File: src/design/steer_speed_estimator_assert.svh
// Assertion macros shared by the steer speed estimator RTL.
`ifndef STEER_SPEED_ESTIMATOR_ASSERT_SVH
`define STEER_SPEED_ESTIMATOR_ASSERT_SVH

`ifndef SYNTH

// same-cycle implication, sampled on clock, off during reset
`define SSE_ASSERT(lbl, ante, cons, msg) \
   lbl: assert property (@(posedge clock) disable iff (reset) (ante) |-> (cons)) \
      else $error(msg);

// next-cycle implication, sampled on clock, off during reset
`define SSE_ASSERT_NEXT(lbl, ante, cons, msg) \
   lbl: assert property (@(posedge clock) disable iff (reset) (ante) |=> (cons)) \
      else $error(msg);

`else

`define SSE_ASSERT(lbl, ante, cons, msg)
`define SSE_ASSERT_NEXT(lbl, ante, cons, msg)

`endif

`endif

File: src/design/sse_pkg.sv
// Types and constants of the steer speed estimator.
`default_nettype none

package sse_pkg;

   localparam int POS_W    = 16;
   localparam int TIME_W   = 40;
   localparam int SPEED_W  = 32;
   localparam int WINDOW_W = 5;
   localparam int PROD_W   = 36;
   localparam int NUM_W    = 52;
   localparam int REM_W    = NUM_W - SPEED_W;
   localparam int DIV_STEPS = 32;
   localparam int STEP_W   = 6;
   localparam int WINDOW_RESET = 10;

   localparam logic [PROD_W-1:0]  US_PER_SECOND = PROD_W'(1000000);
   localparam logic [SPEED_W-1:0] SPEED_MAX     = '1;

   typedef enum logic [3:0] {
      ST_IDLE,
      ST_PREP,
      ST_DIV_FRONT,
      ST_WAIT_FRONT,
      ST_DIV_REAR,
      ST_WAIT_REAR,
      ST_UPDATE,
      ST_DIV_MEAN,
      ST_WAIT_MEAN,
      ST_LOAD
   } state_type;

   typedef enum logic [1:0] {
      SEL_FRONT,
      SEL_REAR,
      SEL_MEAN
   } div_sel_type;

   typedef struct packed {
      logic        capture;
      logic        prep;
      logic        div_start;
      div_sel_type div_sel;
      logic        store_front;
      logic        store_rear;
      logic        update;
      logic        load_out;
   } cmd_type;

   typedef struct packed {
      logic div_busy;
      logic out_free;
   } status_type;

endpackage

`default_nettype wire

File: src/design/sse_req_if.sv
// Sample channel: valid/ready handshake with encoder positions and timestamp.
`default_nettype none

interface sse_req_if;
   logic                                 valid;
   logic                                 ready;
   logic signed [sse_pkg::POS_W-1:0]     front_position;
   logic signed [sse_pkg::POS_W-1:0]     rear_position;
   logic        [sse_pkg::TIME_W-1:0]    sample_time_us;

   modport source (
      output valid, front_position, rear_position, sample_time_us,
      input  ready
   );
   modport sink (
      input  valid, front_position, rear_position, sample_time_us,
      output ready
   );
endinterface

`default_nettype wire

File: src/design/sse_rsp_if.sv
// Result channel: valid/ready handshake with smoothed speed and saturation flag.
`default_nettype none

interface sse_rsp_if;
   logic                             valid;
   logic                             ready;
   logic [sse_pkg::SPEED_W-1:0]      steer_speed;
   logic                             speed_saturated;

   modport source (
      output valid, steer_speed, speed_saturated,
      input  ready
   );
   modport sink (
      input  valid, steer_speed, speed_saturated,
      output ready
   );
endinterface

`default_nettype wire

File: src/design/sse_divider.sv
// Shared restoring divider: 52-bit dividend, 40-bit divisor, 32-bit quotient.
`default_nettype none
`include "steer_speed_estimator_assert.svh"

module sse_divider (
   input  logic                          clock,
   input  logic                          reset,
   input  logic                          start,
   input  logic [sse_pkg::NUM_W-1:0]     dividend,
   input  logic [sse_pkg::TIME_W-1:0]    divisor,
   output logic                          busy,
   output logic [sse_pkg::SPEED_W-1:0]   quotient,
   output logic                          overflow
);

   logic [sse_pkg::TIME_W-1:0]  rem_ff, rem_in;
   logic [sse_pkg::SPEED_W-1:0] quo_ff, quo_in;
   logic [sse_pkg::TIME_W-1:0]  dvs_ff, dvs_in;
   logic                        ovf_ff, ovf_in;
   logic [sse_pkg::STEP_W-1:0]  steps_ff, steps_in;
   logic [sse_pkg::TIME_W:0]    trial;
   logic [sse_pkg::TIME_W:0]    trial_diff;
   logic                        trial_ge;
   logic [sse_pkg::REM_W-1:0]   top_bits;

   assign top_bits   = dividend[sse_pkg::NUM_W-1:sse_pkg::SPEED_W];
   assign trial      = {rem_ff, quo_ff[sse_pkg::SPEED_W-1]};
   assign trial_ge   = trial >= {1'b0, dvs_ff};
   assign trial_diff = trial - {1'b0, dvs_ff};

   always_comb begin
      rem_in   = rem_ff;
      quo_in   = quo_ff;
      dvs_in   = dvs_ff;
      ovf_in   = ovf_ff;
      steps_in = steps_ff;
      if (start) begin
         // quotient above 32 bits iff the top bits alone reach the divisor
         rem_in   = sse_pkg::TIME_W'(top_bits);
         quo_in   = dividend[sse_pkg::SPEED_W-1:0];
         dvs_in   = divisor;
         ovf_in   = sse_pkg::TIME_W'(top_bits) >= divisor;
         steps_in = sse_pkg::STEP_W'(sse_pkg::DIV_STEPS);
      end else if (steps_ff != '0) begin
         rem_in   = trial_ge ? trial_diff[sse_pkg::TIME_W-1:0] : trial[sse_pkg::TIME_W-1:0];
         quo_in   = {quo_ff[sse_pkg::SPEED_W-2:0], trial_ge};
         steps_in = steps_ff - 1'b1;
      end
   end

   always_ff @(posedge clock) begin
      if (reset) begin
         steps_ff <= '0;
      end else begin
         steps_ff <= steps_in;
      end
      rem_ff <= rem_in;
      quo_ff <= quo_in;
      dvs_ff <= dvs_in;
      ovf_ff <= ovf_in;
   end

   assign busy     = steps_ff != '0;
   assign quotient = quo_ff;
   assign overflow = ovf_ff;

   `SSE_ASSERT(a_no_restart, start, steps_ff == '0, "divider started while busy")

endmodule

`default_nettype wire

File: src/design/sse_ctrl.sv
// Controller state machine sequencing capture, three divisions and result load.
`default_nettype none
`include "steer_speed_estimator_assert.svh"

module sse_ctrl (
   input  logic                 clock,
   input  logic                 reset,
   input  logic                 req_valid,
   output logic                 req_ready,
   input  sse_pkg::status_type  status,
   output sse_pkg::cmd_type     cmd
);

   sse_pkg::state_type state_ff, state_in;

   always_comb begin
      state_in = state_ff;
      case (state_ff)
         sse_pkg::ST_IDLE: begin
            if (req_valid) state_in = sse_pkg::ST_PREP;
         end
         sse_pkg::ST_PREP:       state_in = sse_pkg::ST_DIV_FRONT;
         sse_pkg::ST_DIV_FRONT:  state_in = sse_pkg::ST_WAIT_FRONT;
         sse_pkg::ST_WAIT_FRONT: begin
            if (!status.div_busy) state_in = sse_pkg::ST_DIV_REAR;
         end
         sse_pkg::ST_DIV_REAR:   state_in = sse_pkg::ST_WAIT_REAR;
         sse_pkg::ST_WAIT_REAR: begin
            if (!status.div_busy) state_in = sse_pkg::ST_UPDATE;
         end
         sse_pkg::ST_UPDATE:     state_in = sse_pkg::ST_DIV_MEAN;
         sse_pkg::ST_DIV_MEAN:   state_in = sse_pkg::ST_WAIT_MEAN;
         sse_pkg::ST_WAIT_MEAN: begin
            if (!status.div_busy) state_in = sse_pkg::ST_LOAD;
         end
         sse_pkg::ST_LOAD: begin
            if (status.out_free) state_in = sse_pkg::ST_IDLE;
         end
         default: state_in = sse_pkg::ST_IDLE;
      endcase
   end

   always_comb begin
      cmd       = '0;
      req_ready = 1'b0;
      cmd.div_sel = sse_pkg::SEL_FRONT;
      case (state_ff)
         sse_pkg::ST_IDLE: begin
            req_ready   = 1'b1;
            cmd.capture = req_valid;
         end
         sse_pkg::ST_PREP: cmd.prep = 1'b1;
         sse_pkg::ST_DIV_FRONT: begin
            cmd.div_start = 1'b1;
            cmd.div_sel   = sse_pkg::SEL_FRONT;
         end
         sse_pkg::ST_WAIT_FRONT: cmd.store_front = !status.div_busy;
         sse_pkg::ST_DIV_REAR: begin
            cmd.div_start = 1'b1;
            cmd.div_sel   = sse_pkg::SEL_REAR;
         end
         sse_pkg::ST_WAIT_REAR: cmd.store_rear = !status.div_busy;
         sse_pkg::ST_UPDATE: cmd.update = 1'b1;
         sse_pkg::ST_DIV_MEAN: begin
            cmd.div_start = 1'b1;
            cmd.div_sel   = sse_pkg::SEL_MEAN;
         end
         sse_pkg::ST_WAIT_MEAN: cmd.div_sel = sse_pkg::SEL_MEAN;
         sse_pkg::ST_LOAD: cmd.load_out = status.out_free;
         default: cmd = '0;
      endcase
   end

   always_ff @(posedge clock) begin
      if (reset) begin
         state_ff <= sse_pkg::ST_IDLE;
      end else begin
         state_ff <= state_in;
      end
   end

   `SSE_ASSERT(a_load_when_free, cmd.load_out, status.out_free, "result load into busy output")
   `SSE_ASSERT(a_idle_div_quiet, req_ready, !status.div_busy, "divider busy while idle")

endmodule

`default_nettype wire

File: src/design/sse_datapath.sv
// Datapath: sample capture, speed numerators, history store, running sum, output register.
`default_nettype none
`include "steer_speed_estimator_assert.svh"

module sse_datapath #(
   parameter int WINDOW_MAX = 16
) (
   input  logic                                clock,
   input  logic                                reset,
   input  sse_pkg::cmd_type                    cmd,
   output sse_pkg::status_type                 status,
   input  logic signed [sse_pkg::POS_W-1:0]    req_front,
   input  logic signed [sse_pkg::POS_W-1:0]    req_rear,
   input  logic        [sse_pkg::TIME_W-1:0]   req_time,
   input  logic                                csr_we,
   input  logic        [sse_pkg::WINDOW_W-1:0] csr_wdata,
   input  logic                                rsp_ready,
   output logic                                rsp_valid,
   output logic        [sse_pkg::SPEED_W-1:0]  rsp_speed,
   output logic                                rsp_sat
);

   localparam int CNT_W = $clog2(WINDOW_MAX + 1);
   localparam int PTR_W = (WINDOW_MAX > 1) ? $clog2(WINDOW_MAX) : 1;
   localparam int SUM_W = sse_pkg::SPEED_W + CNT_W;
   localparam int WIN_RESET = (WINDOW_MAX < sse_pkg::WINDOW_RESET) ?
                              WINDOW_MAX : sse_pkg::WINDOW_RESET;

   // sample state
   logic signed [sse_pkg::POS_W-1:0]  last_front_ff, last_rear_ff;
   logic        [sse_pkg::TIME_W-1:0] last_time_ff;
   logic        [sse_pkg::TIME_W-1:0] dt_ff;
   logic        [sse_pkg::POS_W-1:0]  dist_f_ff, dist_r_ff;
   logic        [sse_pkg::NUM_W-1:0]  num_f_ff, num_r_ff;
   logic        [sse_pkg::SPEED_W-1:0] sf_ff, sr_ff;
   logic                              sat_ff;

   // history
   logic [sse_pkg::SPEED_W-1:0] hist_mem [WINDOW_MAX];
   logic [sse_pkg::SPEED_W-1:0] old_ff;
   logic [CNT_W-1:0]            win_ff, win_in;
   logic [PTR_W-1:0]            ptr_ff, ptr_in;
   logic [CNT_W-1:0]            cnt_ff, cnt_in;
   logic [SUM_W-1:0]            sum_ff, sum_in;

   // output register
   logic                        rsp_valid_ff, rsp_valid_in;
   logic [sse_pkg::SPEED_W-1:0] rsp_speed_ff;
   logic                        rsp_sat_ff;

   logic signed [sse_pkg::POS_W:0] diff_f, diff_r;
   logic        [sse_pkg::POS_W:0] mag_f, mag_r;
   logic [sse_pkg::PROD_W-1:0]     prod_f, prod_r;
   logic [sse_pkg::SPEED_W:0]      pair_sum;
   logic [sse_pkg::SPEED_W-1:0]    avg;
   logic                           full;
   logic [sse_pkg::NUM_W-1:0]      div_dividend;
   logic [sse_pkg::TIME_W-1:0]     div_divisor;
   logic                           div_busy;
   logic [sse_pkg::SPEED_W-1:0]    div_quo;
   logic                           div_ovf;

   // |last - new| on 17 bits
   assign diff_f = {last_front_ff[sse_pkg::POS_W-1], last_front_ff}
                 - {req_front[sse_pkg::POS_W-1], req_front};
   assign diff_r = {last_rear_ff[sse_pkg::POS_W-1], last_rear_ff}
                 - {req_rear[sse_pkg::POS_W-1], req_rear};
   assign mag_f  = diff_f[sse_pkg::POS_W] ? (sse_pkg::POS_W+1)'(-diff_f)
                                          : (sse_pkg::POS_W+1)'(diff_f);
   assign mag_r  = diff_r[sse_pkg::POS_W] ? (sse_pkg::POS_W+1)'(-diff_r)
                                          : (sse_pkg::POS_W+1)'(diff_r);

   assign prod_f = sse_pkg::PROD_W'(dist_f_ff) * sse_pkg::US_PER_SECOND;
   assign prod_r = sse_pkg::PROD_W'(dist_r_ff) * sse_pkg::US_PER_SECOND;

   assign pair_sum = {1'b0, sf_ff} + {1'b0, sr_ff};
   assign avg      = pair_sum[sse_pkg::SPEED_W:1];
   assign full     = cnt_ff >= win_ff;

   always_comb begin
      case (cmd.div_sel)
         sse_pkg::SEL_FRONT: begin
            div_dividend = num_f_ff;
            div_divisor  = dt_ff;
         end
         sse_pkg::SEL_REAR: begin
            div_dividend = num_r_ff;
            div_divisor  = dt_ff;
         end
         sse_pkg::SEL_MEAN: begin
            div_dividend = sse_pkg::NUM_W'(sum_ff);
            div_divisor  = sse_pkg::TIME_W'(cnt_ff);
         end
         default: begin
            div_dividend = num_f_ff;
            div_divisor  = dt_ff;
         end
      endcase
   end

   sse_divider u_divider (
      .clock    (clock),
      .reset    (reset),
      .start    (cmd.div_start),
      .dividend (div_dividend),
      .divisor  (div_divisor),
      .busy     (div_busy),
      .quotient (div_quo),
      .overflow (div_ovf)
   );

   // window register and history bookkeeping; a window write clears the history
   always_comb begin
      win_in = win_ff;
      ptr_in = ptr_ff;
      cnt_in = cnt_ff;
      sum_in = sum_ff;
      if (csr_we) begin
         if (csr_wdata == '0) begin
            win_in = CNT_W'(1);
         end else if (32'(csr_wdata) > 32'(WINDOW_MAX)) begin
            win_in = CNT_W'(WINDOW_MAX);
         end else begin
            win_in = CNT_W'(csr_wdata);
         end
         ptr_in = '0;
         cnt_in = '0;
         sum_in = '0;
      end else if (cmd.update) begin
         sum_in = sum_ff - (full ? SUM_W'(old_ff) : SUM_W'(0)) + SUM_W'(avg);
         cnt_in = full ? cnt_ff : cnt_ff + 1'b1;
         ptr_in = ((CNT_W'(ptr_ff) + 1'b1) == win_ff) ? PTR_W'(0) : ptr_ff + 1'b1;
      end
   end

   always_comb begin
      rsp_valid_in = rsp_valid_ff;
      if (cmd.load_out) begin
         rsp_valid_in = 1'b1;
      end else if (rsp_ready) begin
         rsp_valid_in = 1'b0;
      end
   end

   always_ff @(posedge clock) begin
      if (reset) begin
         win_ff        <= CNT_W'(WIN_RESET);
         ptr_ff        <= '0;
         cnt_ff        <= '0;
         sum_ff        <= '0;
         last_front_ff <= '0;
         last_rear_ff  <= '0;
         last_time_ff  <= '0;
         rsp_valid_ff  <= 1'b0;
      end else begin
         win_ff       <= win_in;
         ptr_ff       <= ptr_in;
         cnt_ff       <= cnt_in;
         sum_ff       <= sum_in;
         rsp_valid_ff <= rsp_valid_in;
         if (cmd.capture) begin
            last_front_ff <= req_front;
            last_rear_ff  <= req_rear;
            last_time_ff  <= req_time;
         end
      end
   end

   always_ff @(posedge clock) begin
      if (cmd.capture) begin
         dt_ff     <= req_time - last_time_ff;
         dist_f_ff <= mag_f[sse_pkg::POS_W-1:0];
         dist_r_ff <= mag_r[sse_pkg::POS_W-1:0];
      end
      if (cmd.prep) begin
         num_f_ff <= {prod_f, 16'b0};
         num_r_ff <= {prod_r, 16'b0};
      end
      if (cmd.store_front) begin
         sf_ff  <= div_ovf ? sse_pkg::SPEED_MAX : div_quo;
         sat_ff <= div_ovf;
      end
      if (cmd.store_rear) begin
         sr_ff  <= div_ovf ? sse_pkg::SPEED_MAX : div_quo;
         sat_ff <= sat_ff | div_ovf;
      end
      if (cmd.load_out) begin
         rsp_speed_ff <= div_quo;
         rsp_sat_ff   <= sat_ff;
      end
   end

   always_ff @(posedge clock) begin
      if (cmd.prep) begin
         old_ff <= hist_mem[ptr_ff];
      end
      if (cmd.update) begin
         hist_mem[ptr_ff] <= avg;
      end
   end

   assign status.div_busy = div_busy;
   assign status.out_free = !rsp_valid_ff || rsp_ready;
   assign rsp_valid = rsp_valid_ff;
   assign rsp_speed = rsp_speed_ff;
   assign rsp_sat   = rsp_sat_ff;

   `SSE_ASSERT(a_cnt_in_window, 1'b1, cnt_ff <= win_ff, "history count exceeds window")
   `SSE_ASSERT(a_ptr_in_window, 1'b1, CNT_W'(ptr_ff) < win_ff, "history pointer outside window")
   `SSE_ASSERT_NEXT(a_csr_clears, csr_we, cnt_ff == '0 && sum_ff == '0, "window write kept history")

endmodule

`default_nettype wire

File: src/design/steer_speed_estimator.sv
// Steer speed estimator top level.
//
// req_chan carries one encoder sample per transfer: front and rear steer
// positions (signed counts) and a 40-bit microsecond timestamp. rsp_chan
// returns exactly one result per sample: the moving-average steer speed in
// Q16.16 counts per second and a flag set when the front or rear speed
// saturated (zero time step or quotient above 32 bits).
// csr_we/csr_wdata write the averaging window (0 acts as 1, values above
// WINDOW_MAX act as WINDOW_MAX) and clear the history; write only when idle.
// For each sample, between its transfer and its result, one shared
// bit-serial divider runs three 32-step divisions in turn (front speed,
// rear speed, window mean), besides capture, multiply, history update
// and output load. req_chan is ready again the cycle after the result is
// loaded, so a new sample is taken only after the last result is loaded.
// The result sits in an output register; a stalled receiver does not stop
// the next sample from being taken, only its own result load waits.
// Reset clears the previous sample to zero, empties the history and sets the
// window to 10 (or WINDOW_MAX if smaller).
`default_nettype none

module steer_speed_estimator #(
   parameter int WINDOW_MAX = 16
) (
   input  logic                                clock,
   input  logic                                reset,
   sse_req_if.sink                             req_chan,
   sse_rsp_if.source                           rsp_chan,
   input  logic                                csr_we,
   input  logic        [sse_pkg::WINDOW_W-1:0] csr_wdata
);

   sse_pkg::cmd_type    cmd;
   sse_pkg::status_type status;

   sse_ctrl u_ctrl (
      .clock     (clock),
      .reset     (reset),
      .req_valid (req_chan.valid),
      .req_ready (req_chan.ready),
      .status    (status),
      .cmd       (cmd)
   );

   sse_datapath #(
      .WINDOW_MAX (WINDOW_MAX)
   ) u_datapath (
      .clock     (clock),
      .reset     (reset),
      .cmd       (cmd),
      .status    (status),
      .req_front (req_chan.front_position),
      .req_rear  (req_chan.rear_position),
      .req_time  (req_chan.sample_time_us),
      .csr_we    (csr_we),
      .csr_wdata (csr_wdata),
      .rsp_ready (rsp_chan.ready),
      .rsp_valid (rsp_chan.valid),
      .rsp_speed (rsp_chan.steer_speed),
      .rsp_sat   (rsp_chan.speed_saturated)
   );

endmodule

`default_nettype wire
File: src/flat_wrapper.sv
// flat-port wrapper written by rule: the top's interface ports become plain ports
module steer_speed_estimator_flat 
#(
   parameter int WINDOW_MAX = 16
)
  (clock, reset, csr_we, csr_wdata, req_chan_valid, req_chan_front_position, req_chan_rear_position, req_chan_sample_time_us, req_chan_ready, rsp_chan_valid, rsp_chan_steer_speed, rsp_chan_speed_saturated, rsp_chan_ready);
  sse_req_if req_chan_i ();
  sse_rsp_if rsp_chan_i ();
  input  logic clock;
  input  logic reset;
  input  logic csr_we;
  input  logic        [sse_pkg::WINDOW_W-1:0] csr_wdata;
  input wire logic [$bits(req_chan_i.valid)-1:0] req_chan_valid;
  input wire logic [$bits(req_chan_i.front_position)-1:0] req_chan_front_position;
  input wire logic [$bits(req_chan_i.rear_position)-1:0] req_chan_rear_position;
  input wire logic [$bits(req_chan_i.sample_time_us)-1:0] req_chan_sample_time_us;
  output wire logic [$bits(req_chan_i.ready)-1:0] req_chan_ready;
  output wire logic [$bits(rsp_chan_i.valid)-1:0] rsp_chan_valid;
  output wire logic [$bits(rsp_chan_i.steer_speed)-1:0] rsp_chan_steer_speed;
  output wire logic [$bits(rsp_chan_i.speed_saturated)-1:0] rsp_chan_speed_saturated;
  input wire logic [$bits(rsp_chan_i.ready)-1:0] rsp_chan_ready;
  assign req_chan_i.valid = req_chan_valid;
  assign req_chan_i.front_position = req_chan_front_position;
  assign req_chan_i.rear_position = req_chan_rear_position;
  assign req_chan_i.sample_time_us = req_chan_sample_time_us;
  assign req_chan_ready = req_chan_i.ready;
  assign rsp_chan_valid = rsp_chan_i.valid;
  assign rsp_chan_steer_speed = rsp_chan_i.steer_speed;
  assign rsp_chan_speed_saturated = rsp_chan_i.speed_saturated;
  assign rsp_chan_i.ready = rsp_chan_ready;
  steer_speed_estimator #(.WINDOW_MAX(WINDOW_MAX)) u_core (.clock(clock), .reset(reset), .req_chan(req_chan_i), .rsp_chan(rsp_chan_i), .csr_we(csr_we), .csr_wdata(csr_wdata));
endmodule
File: config.mk
export PLATFORM = sky130hd
export DESIGN_NAME = steer_speed_estimator_flat
export DESIGN_NICKNAME = d
export VERILOG_FILES = /design/src/design/sse_pkg.sv /design/src/design/sse_req_if.sv /design/src/design/sse_rsp_if.sv /design/src/design/sse_divider.sv /design/src/design/sse_ctrl.sv /design/src/design/sse_datapath.sv /design/src/design/steer_speed_estimator.sv /design/src/flat_wrapper.sv
export VERILOG_INCLUDE_DIRS = /design/src /design/src/design
export SDC_FILE = /design/constraint.sdc
export NUM_CORES = 2
export LEC_CHECK = 0
export BUFFER_PORTS_ARGS = -buffer_cell sky130_fd_sc_hd__buf_2
export CAP_MARGIN = 30
export CORE_MARGIN = 4
export CORE_UTILIZATION = 58
export DETAILED_ROUTE_END_ITERATION = 8
export PLACE_DENSITY = 0.87
export SLEW_MARGIN = 20
export SYNTH_ARGS = -nofsm -noshare
export SYNTH_HDL_FRONTEND = slang
export SYNTH_SLANG_ARGS = --single-unit
File: constraint.sdc
create_clock -name clock -period 7.2 [get_ports clock]
set_clock_uncertainty 0.2 [all_clocks]
set_input_delay 0.72 -clock clock [delete_from_list [all_inputs] [get_ports clock]]
set_output_delay 0.72 -clock clock [all_outputs]
set_load 0.05 [all_outputs]
After elaboration in Yosys (flattened, before gate mapping)
Memory sizes are Yosys's and may differ from the RTL's. A register that Yosys moved wholly into a read port is not among the register bits.
Cells that the tools add are included.
W data, S select, Z words.
{ "op_classes": {"n_addsub": 13, "n_mul": 2, "n_lt_le_gt_ge": 4, "n_eq_ne": 17, "muxes": 37, "n_bitwise": 2, "n_reduce_logical": 15} }
{ "op_table": {"columns": ["cell", "count"], "rows": [
  ["$mux W32", 4],
  ["$pmux W52 S2", 1],
  ["$mux W40", 2],
  ["$sub A40 B40 Y40", 2],
  ["$mul A16 B14 Y30 const B", 2],
  ["$ge A41 B40 Y1", 1],
  ["$ge A20 B40 Y1", 1],
  ["$mux W20", 2],
  ["$pmux W4 S10", 1],
  ["$add A37 B32 Y37", 1],
  ["$sub A37 B32 Y37", 1],
  ["$sub A16 B16 Y17", 2],
  ["$add A32 B32 Y33", 1],
  ["$mux W16", 2],
  ["$neg A16 Y16", 2],
  ["$mux W4", 6],
  ["$eq A4 B3 Y1 const B", 4],
  ["$mux W1", 14],
  ["$mux W6", 2],
  ["$mux W5", 2],
  ["$ne A2 B2 Y1 const B", 5],
  ["$eq A4 B2 Y1 const B", 2],
  ["$eq A4 B4 Y1 const B", 2],
  ["$reduce_bool A2 Y1", 3],
  ["other kinds (22)", 25]
]} }
{ "word_totals": {"regBits": 477, "ram_bits": 512, "input_bits": 82, "elab_cells": 117, "n_memories": 1} }
{ "memory_table": {"columns": ["memory", "words", "width", "read_ports", "rd_ports_with_merged_regs", "wr", "line", "text"], "rows": [
  ["u_core.u_datapath.hist_mem", 16, 32, 1, 1, 1, "sse_datapath.sv:39", "logic [sse_pkg::SPEED_W-1:0] hist_mem [WINDOW_MAX];"]
]} }

Logic depth before layout (Yosys ltp)
{ "depth": {"word_depth": 6, "depth_mapped": 26} }

Modules after synthesis
A second synthesis with hierarchy kept.
{ "unflattened": {"cells_unflattened": 4541, "area_unflattened_um2": 57058.5} }
{ "modules_own_cells": {"columns": ["mod", "n_inst", "cells_each", "area_each_um2", "seq_area_each_um2"], "rows": [
  ["sse_datapath", 1, 3710, 49089.6, 25724.7],
  ["sse_divider", 1, 784, 7613.6, 3313.2],
  ["sse_ctrl", 1, 47, 355.3, 80.1]
]} }

Worst setup path before layout
Ideal clock, no wire load.
{ "synth_timing": {"kind": "register to register", "startpoint": "register u_core.u_ctrl.state_ff[0]", "endpoint": "register u_core.u_datapath.num_f_ff[22] in the netlist's numbering (enable)", "t_arrival_ns": 6.991, "required_ns": 6.345, "path_slack_ns": -0.646, "stages_incl_launch_ff": 4, "synth_period_minus_slack_ns": 7.846, "path_cell_list": "dfxtp_1 -> clkbuf_1 -> nand2b_1 -> nor3_1"} }
{ "synth_between": {"elab_chain_len": 2} }
{ "synth_rtl": {"columns": ["element", "line", "text"], "rows": [
  ["start: declaration", "sse_ctrl.sv:14", "sse_pkg::state_type state_ff, state_in;"],
  ["start signal: assignment", "sse_ctrl.sv:76", "state_ff <= sse_pkg::ST_IDLE;"],
  ["start signal: assignment", "sse_ctrl.sv:78", "state_ff <= state_in;"],
  ["$eq A4 B1 Y1", "sse_ctrl.sv:47", "case (state_ff)"],
  ["$mux W1", "sse_ctrl.sv:47", null],
  ["end signal: assignment", "sse_datapath.sv:176", "num_f_ff <= {prod_f, 16'b0};"],
  ["end: declaration", "sse_datapath.sv:34", "logic [sse_pkg::NUM_W-1:0] num_f_ff, num_r_ff;"]
]} }
Every way passes these cells.
A chain may end at the register's enable or synchronous reset.

Final worst setup path
{ "layout_timing": {"startpoint": "register u_core.u_datapath.sf_ff[5] in the netlist's numbering", "endpoint": "register u_core.u_datapath.sum_ff[36]"} }
{ "layout_between": {"elab_chain_len": 2} }
{ "layout_rtl": {"columns": ["element", "line", "text"], "rows": [
  ["start: declaration", "sse_datapath.sv:35", "logic [sse_pkg::SPEED_W-1:0] sf_ff, sr_ff;"],
  ["start signal: assignment", "sse_datapath.sv:180", "sf_ff <= div_ovf ? sse_pkg::SPEED_MAX : div_quo;"],
  ["$add A32 B32 Y33", "sse_datapath.sv:76", "assign pair_sum = {1'b0, sf_ff} + {1'b0, sr_ff};"],
  ["$add A37 B32 Y37", "sse_datapath.sv:130", "sum_in = sum_ff - (full ? SUM_W'(old_ff) : SUM_W'(0)) + SUM_W'(avg);"],
  ["end signal: assignment", "sse_datapath.sv:159", "sum_ff <= sum_in;"],
  ["end: declaration", "sse_datapath.sv:44", "logic [SUM_W-1:0] sum_ff, sum_in;"]
]} }
Every way passes these cells.

==> flow_metrics.env <==
export IMPL_critPathKind="reg2reg"
export IMPL_cts_setup_buffers=0
export IMPL_via_per_inst=6.17
export IMPL_finalCritPeriodShare_pct=92.9
export IMPL_syn_inst=4578
export IMPL_max_freq_mhz=150
export IMPL_rsz0062_at_grt="false"
export IMPL_critPathTopFamily="compound AO/OA/AOI/OAI gates"
export IMPL_worst_slew_pin_transition_ps=1050
export IMPL_whs_path_depth=3
export IMPL_dr_pass1_iters=6
export IMPL_gr_usage_met2_pct=44.1
export IMPL_critical_path_required_ps=7580
export IMPL_ys_ff_latch=1021
export IMPL_synth_edf_count=867
export IMPL_cts_sinks=1021
export IMPL_end_kind="flop"
export IMPL_cts_root_buf="clkbuf_16"
export IMPL_yosysTopAreaCell="edfxtp_1"
export IMPL_clockBufferDepth=3
export IMPL_synth_area_mm2=0.0561
export IMPL_hpwl_mm=90.5
export IMPL_crit_slowest_cell="fa_1"
export IMPL_antenna_found_initial=5
export IMPL_grt_usage_pct=26.7
export IMPL_area_delta_synth_final_pct=10.3
export IMPL_avgSynthCellArea_um2=12.3
export IMPL_tns_ps=0
export IMPL_finalSetupViolCount=0
export IMPL_async_reset_ff_share_pct=0
export IMPL_ant_nets=0
export IMPL_fp_dieW_um=319
export IMPL_grt_ovfl_total=0
export IMPL_ys_flop_type="edfxtp_1"
export IMPL_worst_r2r_path_depth=26
export IMPL_start_kind="flop"
export IMPL_nets=5353
export IMPL_max_stage_delay_ps=560
export IMPL_path_clk_slew_ps=60
export IMPL_postRouteWirelength_mm=137
export IMPL_drcViolationCount=0
export IMPL_grt_busiest_layer="met2"
export IMPL_met1_usage_pct=34.5
export IMPL_path_common_cell="o21ai_0"
export IMPL_use_met3_pct=5.07
export IMPL_crit_fanout=6
export IMPL_period_minus_slack_ps=6690
export IMPL_arrival_ps=7070
export IMPL_yosys_top_cells_area="edfxtp_1 46%, ha_1 9.5%, mux4_2 6.4%"
export IMPL_core_area_mm2=0.0954
export IMPL_drt_first_iter_violations=3972
export IMPL_relSlewSlack_pct=29.7
export IMPL_max_cap_violations=0
export IMPL_first_global_vias=38000
export IMPL_htreeDepth=3
export IMPL_status="completed"
export IMPL_drive_gt1_share_pct=12.2
export IMPL_gp_congestion=0.939
export IMPL_synth_common_cells="867 x edfxtp_1, 490 x inv_1, 424 x ha_1, 419 x nand2_1, 313 x a21oi_1"
export IMPL_start_util_pct=58.8
export IMPL_finalHoldViolations=0
export IMPL_vias=37400
export IMPL_rows=113
export IMPL_die_h_um=319
export IMPL_yosysWarnings=0
export IMPL_cts_resized=0
export IMPL_hold_buffers=0
export IMPL_numCtsBuffers=102
export IMPL_drv_slew=0
export IMPL_ys_types=83
export IMPL_port_buffers=116
export IMPL_cts_tree="yes"
export IMPL_netlist_area_leader_share_pct=46.4
export IMPL_worst_path_buf_inv=1
export IMPL_grt_first_pass_wirelength_mm=213
export IMPL_synth_most_common_cell="edfxtp_1"
export IMPL_synth_nets=5231
export IMPL_yosysSeqAreaShare_pct=51.9
export IMPL_crit_cells=26
export IMPL_hp_class="in2reg"
export IMPL_wl_per_cell_um=22.6
export IMPL_die_area_mm2=0.102
export IMPL_clk_latency_ps=740
export IMPL_io_pins=117
export IMPL_grt_max_degree=77
==> through the flow <==
stage	std cells	area, um2	worst slack [ps]	util (%)	hold slack, ps
CTS	6050	61800	579	64.8	19.9
detailed placement	5857	58300	614	61.1	248
finish	6056	61900	511	64.9	49.4
global route	6054	61900	143	64.9	43.7
global placement	5852	58200	814	61.0	242
floorplan	4578	56100	1110	-	227
==> cell usage in the layout, fill, tap and decap left out, drive strengths merged, types with 17 or more instances in the layout <==
cell type / instances
a211oi: 35
a21o: 83
a21oi: 313
a22o: 17
a22oi: 19
a31oi: 44
and2: 47
and3: 22
buf: 172
clkbuf: 119
clkinv: 53
dfxtp: 154
edfxtp: 867
fa: 147
ha: 424
inv: 493
mux4: 160
nand2: 419
nand2b: 60
nand3: 68
nand4: 31
nor2: 200
nor2b: 53
nor3: 55
nor4: 21
o211ai: 17
o21a: 38
o21ai: 149
o21bai: 35
o31ai: 17
or2: 45
or3: 17
xnor2: 169
xor2: 68
==> worst min-delay path, cell delays in order <==
cell     delay, ps
buf_2          110
nand2_1         50
a21oi_1         50
==> cell type report <==
class	count	area, um2
Fill cell	6630	33500
Sequential cell	1021	29100
Multi-Input combinational cell	2911	24700
Clock buffer	119	2640
Inverter	492	1850
Tap cell	1265	1580
Timing Repair Buffer	172	1070
Clock inverter	74	921
Antenna cell	2	5.00
==> logic make-up after synthesis <==
group,after synthesis,share of synthesized area (%)
buffers and inverters,646,4.35
adder cells (fa/ha/maj),571,14.7
AND/OR/NAND/NOR,1059,8.87
multiplexers,175,6.70
flip-flops,1021,51.9
XOR/XNOR,237,3.70
AO/OA/AOI/OAI,869,9.78
==> final timing paths <==
check                                                    start                                              end  slack [ps]
max                       u_core.u_datapath.sf_ff[5]$_DFFE_PP_        u_core.u_datapath.sum_ff[36]$_SDFFE_PP0P_         510
min                                req_chan_sample_time_us[25]  u_core.u_datapath.last_time_ff[25]$_SDFFE_PP0P_          50
max reg2reg               u_core.u_datapath.sf_ff[5]$_DFFE_PP_        u_core.u_datapath.sum_ff[36]$_SDFFE_PP0P_         510
min reg2reg  u_core.u_datapath.u_divider.quotient[7]$_DFFE_PP_         u_core.u_datapath.rsp_speed[7]$_DFFE_PP_         250
==> metal layers <==
layer	share of wire (%)	wire, um	vias to the layer above
met4	5.0	6870	0
met3	9.0	12300	459
met2	48	65700	1906
met1	38	51800	18200
met5	0	0	-
li1	-	-	16800
==> registers in the layout (all words and copies together) (netlist names), 4 cells and up <==
register                              count
u_core.u_ctrl.state_ff                    4
u_core.u_datapath.cnt_ff                  5
u_core.u_datapath.dist_f_ff              16
u_core.u_datapath.dist_r_ff              16
u_core.u_datapath.dt_ff                  40
u_core.u_datapath.hist_mem              512
u_core.u_datapath.last_front_ff          16
u_core.u_datapath.last_rear_ff           16
u_core.u_datapath.last_time_ff           40
u_core.u_datapath.num_f_ff               30
u_core.u_datapath.num_r_ff               30
u_core.u_datapath.old_ff                 32
u_core.u_datapath.ptr_ff                  4
u_core.u_datapath.rsp_speed              32
u_core.u_datapath.sf_ff                  32
u_core.u_datapath.sr_ff                  32
u_core.u_datapath.sum_ff                 37
u_core.u_datapath.u_divider.dvs_ff       40
u_core.u_datapath.u_divider.quotient     32
u_core.u_datapath.u_divider.rem_ff       40
u_core.u_datapath.u_divider.steps_ff      6
u_core.u_datapath.win_ff                  5
Power is left out: the tool's default activity adds up to more than one toggle a clock period on the data nets, which glitch-free logic cannot reach.
